--- config.mk ---
export PLATFORM = sky130hd
export DESIGN_NAME = stereo_sine_and_random_noise_injector
export DESIGN_NICKNAME = d
export VERILOG_FILES = /design/src/rtl/sinj_pkg.sv /design/src/rtl/sinj_mul.sv /design/src/rtl/sinj_mod.sv /design/src/rtl/stereo_sine_and_random_noise_injector.sv
export SDC_FILE = /design/constraint.sdc
export NUM_CORES = 2
export LEC_CHECK = 0
export ABC_CLOCK_PERIOD_IN_PS = 10550
export BUFFER_PORTS_ARGS = -buffer_cell sky130_fd_sc_hd__clkbuf_2
export CORE_AREA = 4 4 295 297
export DETAILED_ROUTE_END_ITERATION = 8
export DIE_AREA = 0 0 299 301
export PLACE_DENSITY_LB_ADDON = 0.12
export RECOVER_POWER = 25
export SYNTH_ARGS = -nofsm -noshare
export SYNTH_HDL_FRONTEND = slang
export SYNTH_SLANG_ARGS = --single-unit
--- constraint.sdc ---
create_clock -name clk -period 10.55 [get_ports clk]
set_clock_uncertainty 0.15 [all_clocks]
set_input_delay 1.5825 -clock clk [delete_from_list [all_inputs] [get_ports clk]]
set_output_delay 1.5825 -clock clk [all_outputs]
set_load 0.02 [all_outputs]
--- src/rtl/sinj_pkg.sv ---
`timescale 1ns / 1ps
package sinj_pkg;

  typedef struct packed {
    logic signed [15:0] left_sample;
    logic signed [15:0] right_sample;
  } in_beat_t;

  typedef struct packed {
    logic signed [15:0] left_result;
    logic signed [15:0] right_result;
  } out_beat_t;

  // Configuration register indexes
  localparam int CFG_INDEX_W = 4;
  localparam logic [CFG_INDEX_W-1:0] CFG_AMP  = 4'd0;
  localparam logic [CFG_INDEX_W-1:0] CFG_STEP = 4'd1;

  localparam logic [11:0] AMP_RESET  = 12'd100;
  localparam logic [31:0] STEP_RESET = 32'd178956971;

  // Noise generator
  localparam logic [31:0] LFSR_TAPS  = 32'hD000_0001;
  localparam logic [31:0] LFSR_RESET = 32'h0000_0001;

  // Quarter-wave polynomial coefficients, Q15
  localparam logic [15:0] SIN_A = 16'd51472;
  localparam logic [15:0] SIN_B = 16'd21167;
  localparam logic [15:0] SIN_C = 16'd2611;

  // 0.05 in Q16; the tone gain of 0.1 is twice this
  localparam logic signed [12:0] MIX_GAIN = 13'sd3277;

  // Digit-serial multiplier geometry
  localparam int MUL_W      = 16;
  localparam int DIGIT_W    = 4;
  localparam int MUL_DIGITS = MUL_W / DIGIT_W;
  localparam int MUL_CNT_W  = 3;

  // Bit-serial remainder unit geometry
  localparam int DVD_W     = 15;
  localparam int DVS_W     = 12;
  localparam int MOD_CNT_W = 4;

  function automatic logic [31:0] lfsr_next(input logic [31:0] s);
    lfsr_next = {1'b0, s[31:1]} ^ (s[0] ? LFSR_TAPS : 32'h0000_0000);
  endfunction

endpackage

--- src/rtl/sinj_mul.sv ---
`timescale 1ns / 1ps
module sinj_mul (
  input  logic                          clk,
  input  logic                          rst_n,
  input  logic                          start,
  input  logic [sinj_pkg::MUL_W-1:0]    a,
  input  logic [sinj_pkg::MUL_W-1:0]    b,
  output logic [2*sinj_pkg::MUL_W-1:0]  prod,
  output logic                          done
);
  import sinj_pkg::*;

  logic [MUL_W-1:0]     a_r;
  logic [MUL_W-1:0]     b_r;
  logic [2*MUL_W-1:0]   prod_r;
  logic [2*MUL_W-1:0]   prod_nxt;
  logic [MUL_CNT_W-1:0] cnt_r;
  logic                 done_r;

  // MSB digit first: shift the partial product up one digit, add a * digit
  assign prod_nxt = {prod_r[2*MUL_W-DIGIT_W-1:0], {DIGIT_W{1'b0}}}
                  + (2*MUL_W)'(a_r) * (2*MUL_W)'(b_r[MUL_W-1 -: DIGIT_W]);

  always_ff @(posedge clk) begin
    if (!rst_n) begin
      cnt_r  <= '0;
      done_r <= 1'b0;
    end else begin
      done_r <= 1'b0;
      if (start) begin
        cnt_r <= MUL_CNT_W'(MUL_DIGITS);
      end else if (cnt_r != '0) begin
        cnt_r <= cnt_r - 1'b1;
        if (cnt_r == MUL_CNT_W'(1)) begin
          done_r <= 1'b1;
        end
      end
    end
  end

  always_ff @(posedge clk) begin
    if (start) begin
      a_r    <= a;
      b_r    <= b;
      prod_r <= '0;
    end else if (cnt_r != '0) begin
      b_r    <= {b_r[MUL_W-DIGIT_W-1:0], {DIGIT_W{1'b0}}};
      prod_r <= prod_nxt;
    end
  end

  assign prod = prod_r;
  assign done = done_r;

endmodule

--- src/rtl/sinj_mod.sv ---
`timescale 1ns / 1ps
module sinj_mod (
  input  logic                        clk,
  input  logic                        rst_n,
  input  logic                        start,
  input  logic [sinj_pkg::DVD_W-1:0]  dividend,
  input  logic [sinj_pkg::DVS_W-1:0]  divisor,
  output logic [sinj_pkg::DVS_W-1:0]  rem,
  output logic                        busy
);
  import sinj_pkg::*;

  logic [DVD_W-1:0]     dvd_r;
  logic [DVS_W-1:0]     dvs_r;
  logic [DVS_W-1:0]     rem_r;
  logic [DVS_W-1:0]     rem_nxt;
  logic [DVS_W:0]       trial;
  logic [MOD_CNT_W-1:0] cnt_r;

  // Restoring step: bring down one dividend bit, subtract if it fits
  always_comb begin
    trial = {rem_r, dvd_r[DVD_W-1]};
    if (trial >= {1'b0, dvs_r}) begin
      rem_nxt = DVS_W'(trial - {1'b0, dvs_r});
    end else begin
      rem_nxt = trial[DVS_W-1:0];
    end
  end

  always_ff @(posedge clk) begin
    if (!rst_n) begin
      cnt_r <= '0;
    end else if (start) begin
      cnt_r <= MOD_CNT_W'(DVD_W);
    end else if (cnt_r != '0) begin
      cnt_r <= cnt_r - 1'b1;
    end
  end

  always_ff @(posedge clk) begin
    if (start) begin
      dvd_r <= dividend;
      dvs_r <= divisor;
      rem_r <= '0;
    end else if (cnt_r != '0) begin
      dvd_r <= {dvd_r[DVD_W-2:0], 1'b0};
      rem_r <= rem_nxt;
    end
  end

  assign rem  = rem_r;
  assign busy = (cnt_r != '0);

endmodule

--- src/rtl/stereo_sine_and_random_noise_injector.sv ---
`timescale 1ns / 1ps
// Adds a sine tone and uniform pseudo-random noise to a stereo PCM stream.
// Input channel: in_valid / in_stall / in_data, one left/right pair per beat.
// Result channel: out_valid / out_stall / out_data, one pair per input beat,
// in order. Tone and noise peak at noise_amplitude; the sums saturate to 16 bits.
// Config channel: cfg_valid / cfg_ready / cfg_index / cfg_data; cfg_ready is
// always high. Index 0 is noise_amplitude (12 bits), index 1 is phase_step;
// other indexes are dropped. Write config only while the block is idle.
// One pair is worked at a time: a beat is accepted, its result is loaded into
// the output register after the products, the noise join and the scale step,
// and the next beat is taken the cycle after. The time is set by the sine
// polynomial and tone scaling, five products in a row on one 4-bit-digit
// multiplier; the two noise remainders run bit-serially in parallel with them.
// A held result in the output register does not block the next beat; only the
// final load waits for the register to free up under out_stall.
// Reset: amplitude 100, phase step 178956971, phase 0, noise register 1,
// output register empty.
module stereo_sine_and_random_noise_injector #(
  parameter int SINE_INDEX_BITS = 10,
  parameter int PHASE_BITS      = 32
) (
  input  logic                               clk,
  input  logic                               rst_n,
  input  logic                               in_valid,
  output logic                               in_stall,
  input  sinj_pkg::in_beat_t                 in_data,
  output logic                               out_valid,
  input  logic                               out_stall,
  output sinj_pkg::out_beat_t                out_data,
  input  logic                               cfg_valid,
  output logic                               cfg_ready,
  input  logic [sinj_pkg::CFG_INDEX_W-1:0]   cfg_index,
  input  logic [31:0]                        cfg_data
);
  import sinj_pkg::*;

  localparam int QW = SINE_INDEX_BITS - 2;
  localparam logic [QW:0] QSIZE = {1'b1, {QW{1'b0}}};

  localparam logic [2:0] S_IDLE  = 3'd0;
  localparam logic [2:0] S_ISSUE = 3'd1;
  localparam logic [2:0] S_WAIT  = 3'd2;
  localparam logic [2:0] S_JOIN  = 3'd3;
  localparam logic [2:0] S_SCALE = 3'd4;
  localparam logic [2:0] S_MIX   = 3'd5;

  // product sequence on the shared multiplier
  localparam logic [2:0] MS_XX  = 3'd0;
  localparam logic [2:0] MS_CX2 = 3'd1;
  localparam logic [2:0] MS_TX2 = 3'd2;
  localparam logic [2:0] MS_TX  = 3'd3;
  localparam logic [2:0] MS_AMP = 3'd4;

  logic [2:0]            state_r;
  logic [2:0]            step_r;
  logic [11:0]           amp_r;
  logic [31:0]           pstep_r;
  logic [PHASE_BITS-1:0] phase_r;
  logic [31:0]           lfsr_r;
  logic                  out_valid_r;
  out_beat_t             out_data_r;

  in_beat_t              smp_r;
  logic [15:0]           x_r;
  logic                  neg_r;
  logic [15:0]           x2_r;
  logic [15:0]           t_r;
  logic [11:0]           tmag_r;
  logic signed [14:0]    wl_r;
  logic signed [14:0]    wr_r;
  logic signed [26:0]    suml_r;
  logic signed [26:0]    sumr_r;

  logic                  in_acc;
  logic                  out_free;
  logic [SINE_INDEX_BITS-1:0] idx;
  logic [QW:0]           pos_e;
  logic [15:0]           x_nxt;
  logic [31:0]           lfsr_l;
  logic [31:0]           lfsr_rt;

  logic                  mul_start;
  logic [MUL_W-1:0]      mul_a;
  logic [MUL_W-1:0]      mul_b;
  logic [2*MUL_W-1:0]    mul_prod;
  logic                  mul_done;
  logic [16:0]           s_raw;

  logic [DVS_W-1:0]      rem_l;
  logic [DVS_W-1:0]      rem_rt;
  logic                  busy_l;
  logic                  busy_rt;

  logic [11:0]           m_l;
  logic [11:0]           m_rt;
  logic signed [12:0]    tone;
  logic signed [13:0]    n_l;
  logic signed [13:0]    n_rt;
  logic signed [14:0]    wl_nxt;
  logic signed [14:0]    wr_nxt;
  logic signed [26:0]    wl_ext;
  logic signed [26:0]    wr_ext;

  function automatic logic signed [15:0] mix_sat(input logic signed [15:0] smp,
                                                 input logic signed [26:0] sum);
    logic signed [32:0] acc;
    logic signed [16:0] y;
    acc = $signed({smp[15], smp, 16'h0000}) + 33'(sum);
    // truncate toward zero
    if (acc[32]) begin
      acc = acc + 33'sd65535;
    end
    y = acc[32:16];
    if (y > 17'sd32767) begin
      mix_sat = 16'sh7FFF;
    end else if (y < -17'sd32768) begin
      mix_sat = 16'sh8000;
    end else begin
      mix_sat = y[15:0];
    end
  endfunction

  assign in_acc    = in_valid && !in_stall;
  assign in_stall  = (state_r != S_IDLE);
  assign out_free  = !out_valid_r || !out_stall;
  assign cfg_ready = 1'b1;
  assign out_valid = out_valid_r;
  assign out_data  = out_data_r;

  // quarter-wave position from the top phase bits
  always_comb begin
    idx = phase_r[PHASE_BITS-1 -: SINE_INDEX_BITS];
    if (idx[SINE_INDEX_BITS-1 -: 2] == 2'b01 || idx[SINE_INDEX_BITS-1 -: 2] == 2'b11) begin
      pos_e = QSIZE - {1'b0, idx[QW-1:0]};
    end else begin
      pos_e = {1'b0, idx[QW-1:0]};
    end
    x_nxt = 16'(pos_e) << (15 - QW);
  end

  assign lfsr_l  = lfsr_next(lfsr_r);
  assign lfsr_rt = lfsr_next(lfsr_l);

  always_comb begin
    unique case (step_r)
      MS_XX: begin
        mul_a = x_r;
        mul_b = x_r;
      end
      MS_CX2: begin
        mul_a = SIN_C;
        mul_b = x2_r;
      end
      MS_TX2: begin
        mul_a = t_r;
        mul_b = x2_r;
      end
      MS_TX: begin
        mul_a = t_r;
        mul_b = x_r;
      end
      MS_AMP: begin
        mul_a = 16'(amp_r);
        mul_b = t_r;
      end
      default: begin
        mul_a = '0;
        mul_b = '0;
      end
    endcase
  end

  assign mul_start = (state_r == S_ISSUE);
  assign s_raw     = mul_prod[31:15];

  sinj_mul u_mul (
    .clk   (clk),
    .rst_n (rst_n),
    .start (mul_start),
    .a     (mul_a),
    .b     (mul_b),
    .prod  (mul_prod),
    .done  (mul_done)
  );

  sinj_mod u_mod_l (
    .clk      (clk),
    .rst_n    (rst_n),
    .start    (in_acc),
    .dividend (lfsr_l[DVD_W-1:0]),
    .divisor  (amp_r),
    .rem      (rem_l),
    .busy     (busy_l)
  );

  sinj_mod u_mod_r (
    .clk      (clk),
    .rst_n    (rst_n),
    .start    (in_acc),
    .dividend (lfsr_rt[DVD_W-1:0]),
    .divisor  (amp_r),
    .rem      (rem_rt),
    .busy     (busy_rt)
  );

  // 0.1*tone + 0.05*noise = 0.05*(2*tone + noise)
  always_comb begin
    m_l  = (amp_r == '0) ? '0 : rem_l;
    m_rt = (amp_r == '0) ? '0 : rem_rt;
    tone = $signed({1'b0, tmag_r});
    if (neg_r) begin
      tone = -tone;
    end
    n_l    = $signed({1'b0, m_l, 1'b0}) - $signed({2'b00, amp_r});
    n_rt   = $signed({1'b0, m_rt, 1'b0}) - $signed({2'b00, amp_r});
    wl_nxt = 15'(n_l) + (15'(tone) <<< 1);
    wr_nxt = 15'(n_rt) + (15'(tone) <<< 1);
    wl_ext = 27'(wl_r);
    wr_ext = 27'(wr_r);
  end

  always_ff @(posedge clk) begin
    if (!rst_n) begin
      state_r     <= S_IDLE;
      step_r      <= MS_XX;
      amp_r       <= AMP_RESET;
      pstep_r     <= STEP_RESET;
      phase_r     <= '0;
      lfsr_r      <= LFSR_RESET;
      out_valid_r <= 1'b0;
    end else begin
      if (cfg_valid && cfg_ready) begin
        if (cfg_index == CFG_AMP) begin
          amp_r <= cfg_data[11:0];
        end else if (cfg_index == CFG_STEP) begin
          pstep_r <= cfg_data;
        end
      end

      if (state_r == S_MIX && out_free) begin
        out_valid_r <= 1'b1;
      end else if (!out_stall) begin
        out_valid_r <= 1'b0;
      end

      unique case (state_r)
        S_IDLE: begin
          if (in_acc) begin
            phase_r <= phase_r + PHASE_BITS'(pstep_r);
            lfsr_r  <= lfsr_rt;
            step_r  <= MS_XX;
            state_r <= S_ISSUE;
          end
        end
        S_ISSUE: begin
          state_r <= S_WAIT;
        end
        S_WAIT: begin
          if (mul_done) begin
            if (step_r == MS_AMP) begin
              state_r <= S_JOIN;
            end else begin
              step_r  <= step_r + 1'b1;
              state_r <= S_ISSUE;
            end
          end
        end
        S_JOIN: begin
          if (!busy_l && !busy_rt) begin
            state_r <= S_SCALE;
          end
        end
        S_SCALE: begin
          state_r <= S_MIX;
        end
        S_MIX: begin
          if (out_free) begin
            state_r <= S_IDLE;
          end
        end
        default: begin
          state_r <= S_IDLE;
        end
      endcase
    end
  end

  always_ff @(posedge clk) begin
    if (in_acc) begin
      smp_r <= in_data;
      x_r   <= x_nxt;
      neg_r <= idx[SINE_INDEX_BITS-1];
    end
    if (state_r == S_WAIT && mul_done) begin
      unique case (step_r)
        MS_XX:  x2_r   <= mul_prod[30:15];
        MS_CX2: t_r    <= SIN_B - mul_prod[30:15];
        MS_TX2: t_r    <= SIN_A - mul_prod[30:15];
        MS_TX:  t_r    <= (s_raw > 17'd32767) ? 16'd32767 : s_raw[15:0];
        MS_AMP: tmag_r <= mul_prod[26:15];
        default: ;
      endcase
    end
    if (state_r == S_JOIN) begin
      wl_r <= wl_nxt;
      wr_r <= wr_nxt;
    end
    if (state_r == S_SCALE) begin
      suml_r <= wl_ext * 27'(MIX_GAIN);
      sumr_r <= wr_ext * 27'(MIX_GAIN);
    end
    if (state_r == S_MIX && out_free) begin
      out_data_r.left_result  <= mix_sat(smp_r.left_sample, suml_r);
      out_data_r.right_result <= mix_sat(smp_r.right_sample, sumr_r);
    end
  end

endmodule
Yosys cells after proc, flatten, opt, wreduce, memory -nomap -nowiden
Cells that the tools add are included. Widths: inputs -> output; s select.

Logic and storage cells: 168. Register bits: 459.

Multiplexer cells: 43. Order comparisons: 7. Equal/unequal tests: 19. Reduce and logical (&&, ||, !) cells: 37. Bitwise logic cells: 5. Multipliers: 3. Add/subtract/negate cells: 20.

Operators by type and width (number): $mux 33 (4); $pmux 16 s3 (2); $mux 16 (5); $add 32x27->33 (2); $add 33x17->33 const B (2); $mux 32 (2); $pmux 16 s4 (1); $xor 31x32->32 (2); $mux 15 (4); $mul 15x13->27 const B (2); $mux 12 (4); $gt 17x16->1 const B (2); $lt 17x16->1 const B (2); $add 32x20->32 (1); $add 32x32->32 (1); $add 14x14->15 (2); $sub 13x12->14 (2); $mux 3 (9); $ge 13x12->1 (2); $sub 12x12->12 (2); $mul 16x4->20 (1); $pmux 3 s6 (1); $gt 17x15->1 const B (1); $mux 4 (4); 35 further kinds (74).

Longest topological paths before layout
Depth after elaboration: 6. Mapped depth: 21.

By module
A second synthesis with hierarchy kept.

Cells, all modules: 3515. Area total of the unflattened synthesis: 34454.3 µm².

Modules (own cells, without submodules): stereo_sine_and_random_noise_injector (area each 24573.6 µm², cells an instance 2572, seq. area each 8308.0 µm², instances 1); sinj_mul (area each 5208.7 µm², cells an instance 523, seq. area each 1681.6 µm², instances 1); sinj_mod (area each 2336.0 µm², cells an instance 210, seq. area each 1131.1 µm², instances 2).

Least setup slack after synthesis
Ideal clock, no wire load.

Path kind: register to register. Start point: register wr_r[2]. End point: register sumr_r[25] (data pin). Buffers on the path: 0. Slack: 5014 ps. Stages on the path, launching flop included: 20. Arrival time: 5121 ps. Cell sequence: edfxtp_1 ha_1 inv_1 fa_1 inv_1 fa_1 inv_1 fa_1 inv_1 fa_1 ha_1 nor4_2 o21ai_0 a221oi_1 o21ai_1 o31a_1 o2111ai_1 nand3_1 o41ai_1 xnor2_1.

Word-level cells in the longest chain between the ends: 1.

RTL lines: start, declared (line stereo_sine_and_random_noise_injector.sv:70) `logic signed [14:0] wr_r;`; start signal, assigned (line stereo_sine_and_random_noise_injector.sv:306) `wr_r <= wr_nxt;`; $mul 15x13->27 (line stereo_sine_and_random_noise_injector.sv:310) `sumr_r <= wr_ext * 27'(MIX_GAIN);`; end signal, assigned (line stereo_sine_and_random_noise_injector.sv:310); end, declared (line stereo_sine_and_random_noise_injector.sv:72) `logic signed [26:0] sumr_r;`.

No other way between the ends. A chain may end at the register's enable or synchronous reset.

==> impl_metrics.toml <==
[route]
vias_per_cell = 5.07
drc_errors = 0
num_vias = 24400
drt_pass1_iterations = 8
ant_nets = 0
wl_per_cell_um = 16.3
wl_mm = 78.3
drt_iter0_drc = 1207

[setup_path]
cp-end-kind = "flop"
cp_max_fo = 9
crit_arrival_ps = 6240
required_ps = 10760
crit_family = "adder cells"
r2r_slack_ps = 4520
crit_slowest_cell = "edfxtp_1"
path_class = "flop to flop"
rr_worst_depth = 19
crit_buf_inv = 4
crit_cells = 19
cp_cell_sequence = "ha_1 -> inv_1 -> fa_1 -> inv_1 -> fa_1 -> inv_1 -> fa_1 -> inv_1 -> fa_1 -> ha_1 -> nor4_2 -> o21ai_0 -> a221oi_1 -> o21ai_1 -> o31a_1 -> o2111ai_1 -> nand3_1 -> o41ai_1 -> xnor2_1"
startpoint_type = "flop"
worst_path_largest_cell_delay_ps = 570

[timing]
period_needed_ps = 6030
fin_crit_sh_pct = 57.2
rsz0062_at_grt = "false"
timing.fmax_mhz = 166
setup-violations-final = 0
hold_violations = 0
tightest_slew_ps = 3000
max_slew_margin_pct = -100
tns_ps = 0
maxSlewViolCount = 154

[cts]
clkLatencyLatePin_ps = 650
cts_tree = "built"
cts.clk_slew.worst_paths_ps = 60
htreeDepth = 2
clockRootBuffer = "clkbuf_16"
cts_setup_buffers = 0
numClockSinks = 457
clockBufferDepth = 3
cts.hold.buffers_added = 0
cts_resized = 0
cts_made_buffers = 56

[global_route]
grt_antenna_before_repair = 0
overflow = 0
grtUsageMet2_pct = 29.4
grt_busiest_layer = "met2"
grt_max_degree = 90
use_met1_pct = 24.1
groute.usage.overall_pct = 17.4
met3_usage_pct = 2.07
first_global_vias = 24300
grt_pass1_wl_mm = 129

[final_layout]
area_growth_syn_to_layout_pct = 10.7
num-fill-cells = 8448
multiInputGateArea_mm2 = 0.0198
final_area_mm2 = 0.0370
fin_cells = 4809
seqCellArea_mm2 = 0.0119
drive_gt1_share_pct = 6.98
nNetsFinal = 4185
n_antenna_cell = 0

[placement]
place_area_mm2 = 0.0352
port-buffer-count = 106
placed_cells = 4703
gp_congestion = 0.832
hpwl_mm = 59.0

[floorplan]
die_h_um = 301
start_util_pct = 39.5
fp.dieW_um = 299
io_pins = 108
rows = 107
die-area_mm2 = 0.0900
core_mm2 = 0.0846

[synthesis]
synth.net_count = 4120
yosysWarningCount = 0
ys_seq_area_share_pct = 35.6
synthTopCellsByArea = "edfxtp_1, ha_1, dfxtp_1"
synth_flop_cell = "edfxtp_1"
synth_top_area_cell = "edfxtp_1"
synth_area_mm2 = 0.0334
async_flop_share_pct = 0
synth_cell_types = 92
syn_inst = 3552
synth_most_common_cell = "nand2_1"
synth-seq-cells = 457
synth_common_cells = "nand2_1, inv_1, ha_1"
synth_edf_count = 274
avgSynthCellArea_um2 = 9.42
yosysTopAreaCellShare_pct = 24.6

[run]
maxCapViolCount = 4

[min_path]
hold_path_depth = 2
worst_hold_path_type = "flop to flop"

[run_status]
outcome = "finished with violations"
violations = "max-capacitance violations, max-slew violations"
## flip-flops by register name, summed over array words and instances, names as in the netlist, 14 cells and up
signal and flops:
lfsr_r 32, out_data 32, phase_r 32, pstep_r 32, smp_r 32, suml_r 27
sumr_r 26, t_r 16, u_mod_l.dvd_r 15, u_mod_r.dvd_r 15, u_mul.a_r 16, u_mul.b_r 16
u_mul.prod 32, wl_r 15, wr_r 14, x2_r 16
## cell families (layout without fill, tap and decap cells)
logic type / after synthesis / count (layout) / share of synthesized area (%)
AO/OA/AOI/OAI: 805 / 805 / 15.1
XOR/XNOR: 218 / 218 / 5.71
adder cells (fa/ha/maj): 495 / 495 / 22.2
buffers and inverters: 477 / 590 / 5.39
flip-flops: 457 / 457 / 35.6
multiplexers: 50 / 50 / 1.55
other: 1 / 1 / 0.0112
AND/OR/NAND/NOR: 1049 / 1049 / 14.4
## stage by stage
step	util [%]	setup slack (ps)	hold WS (ps)
2_1_floorplan	-	5010	256
3_3_place_gp	41.5	4590	288
3_5_place_dp	41.5	4490	294
4_1_cts	43.8	4440	303
5_1_grt	43.8	3970	313
6_report	43.8	4520	300
## final timing paths
kind,start,end
worst min register to register,lfsr_r[28]$_SDFFE_PN0P_,lfsr_r[26]$_SDFFE_PN0P_
worst max-delay path,wl_r[0]$_DFFE_PP_,sumr_r[25]$_DFFE_PP_
worst min-delay path,lfsr_r[28]$_SDFFE_PN0P_,lfsr_r[26]$_SDFFE_PN0P_
worst max register to register,wl_r[0]$_DFFE_PP_,sumr_r[25]$_DFFE_PP_
## per-layer routing
metal | routed length (µm) | vias up
li1 | - | 12500
met3 | 2550 | 89
met1 | 37500 | 11400
met2 | 36800 | 322
met5 | 0 | -
met4 | 1500 | 0
## layout by cell type (no fill, tap or decap), drive strengths merged, types with 22 or more instances in the layout
master	netlist	final
a21oi	275	275
nor2	204	204
nand2	461	461
inv	358	357
o31ai	23	23
mux2i	35	35
clkbuf	106	190
nor3	61	61
fa	166	166
edfxtp	274	274
a31oi	28	28
o21a	27	27
nand3	71	71
nand2b	31	31
a211oi	30	30
o211ai	24	24
dfxtp	183	183
ha	329	329
nand4	29	29
xor2	64	64
o21ai	195	195
nor2b	28	28
and3	22	22
xnor2	154	154
a21o	38	38
and2	61	61
## layout make-up
cell class | instances | share of cell area (%)
inverters | 359 | 3.65
flip-flops and latches | 457 | 32.1
well taps | 1144 | 3.87
clock inverters | 28 | 1.01
clock buffers | 78 | 4.20
repair buffers | 125 | 1.72
multi-input cells | 2618 | 53.4
## worst reg2reg max path, delay by kind of cell, from the launching register on
kind                     cells  cell delay, ps
XOR/XNOR                     1             100
AO/OA/AOI/OAI                6            1680
adder cells (fa/ha/maj)      6            2520
AND/OR/NAND/NOR              2             490
buffers and inverters        4             220
flip-flops                   1             570
Power is left out: the tool's default activity adds up to more than one toggle a clock period on the data nets, which glitch-free logic cannot reach.
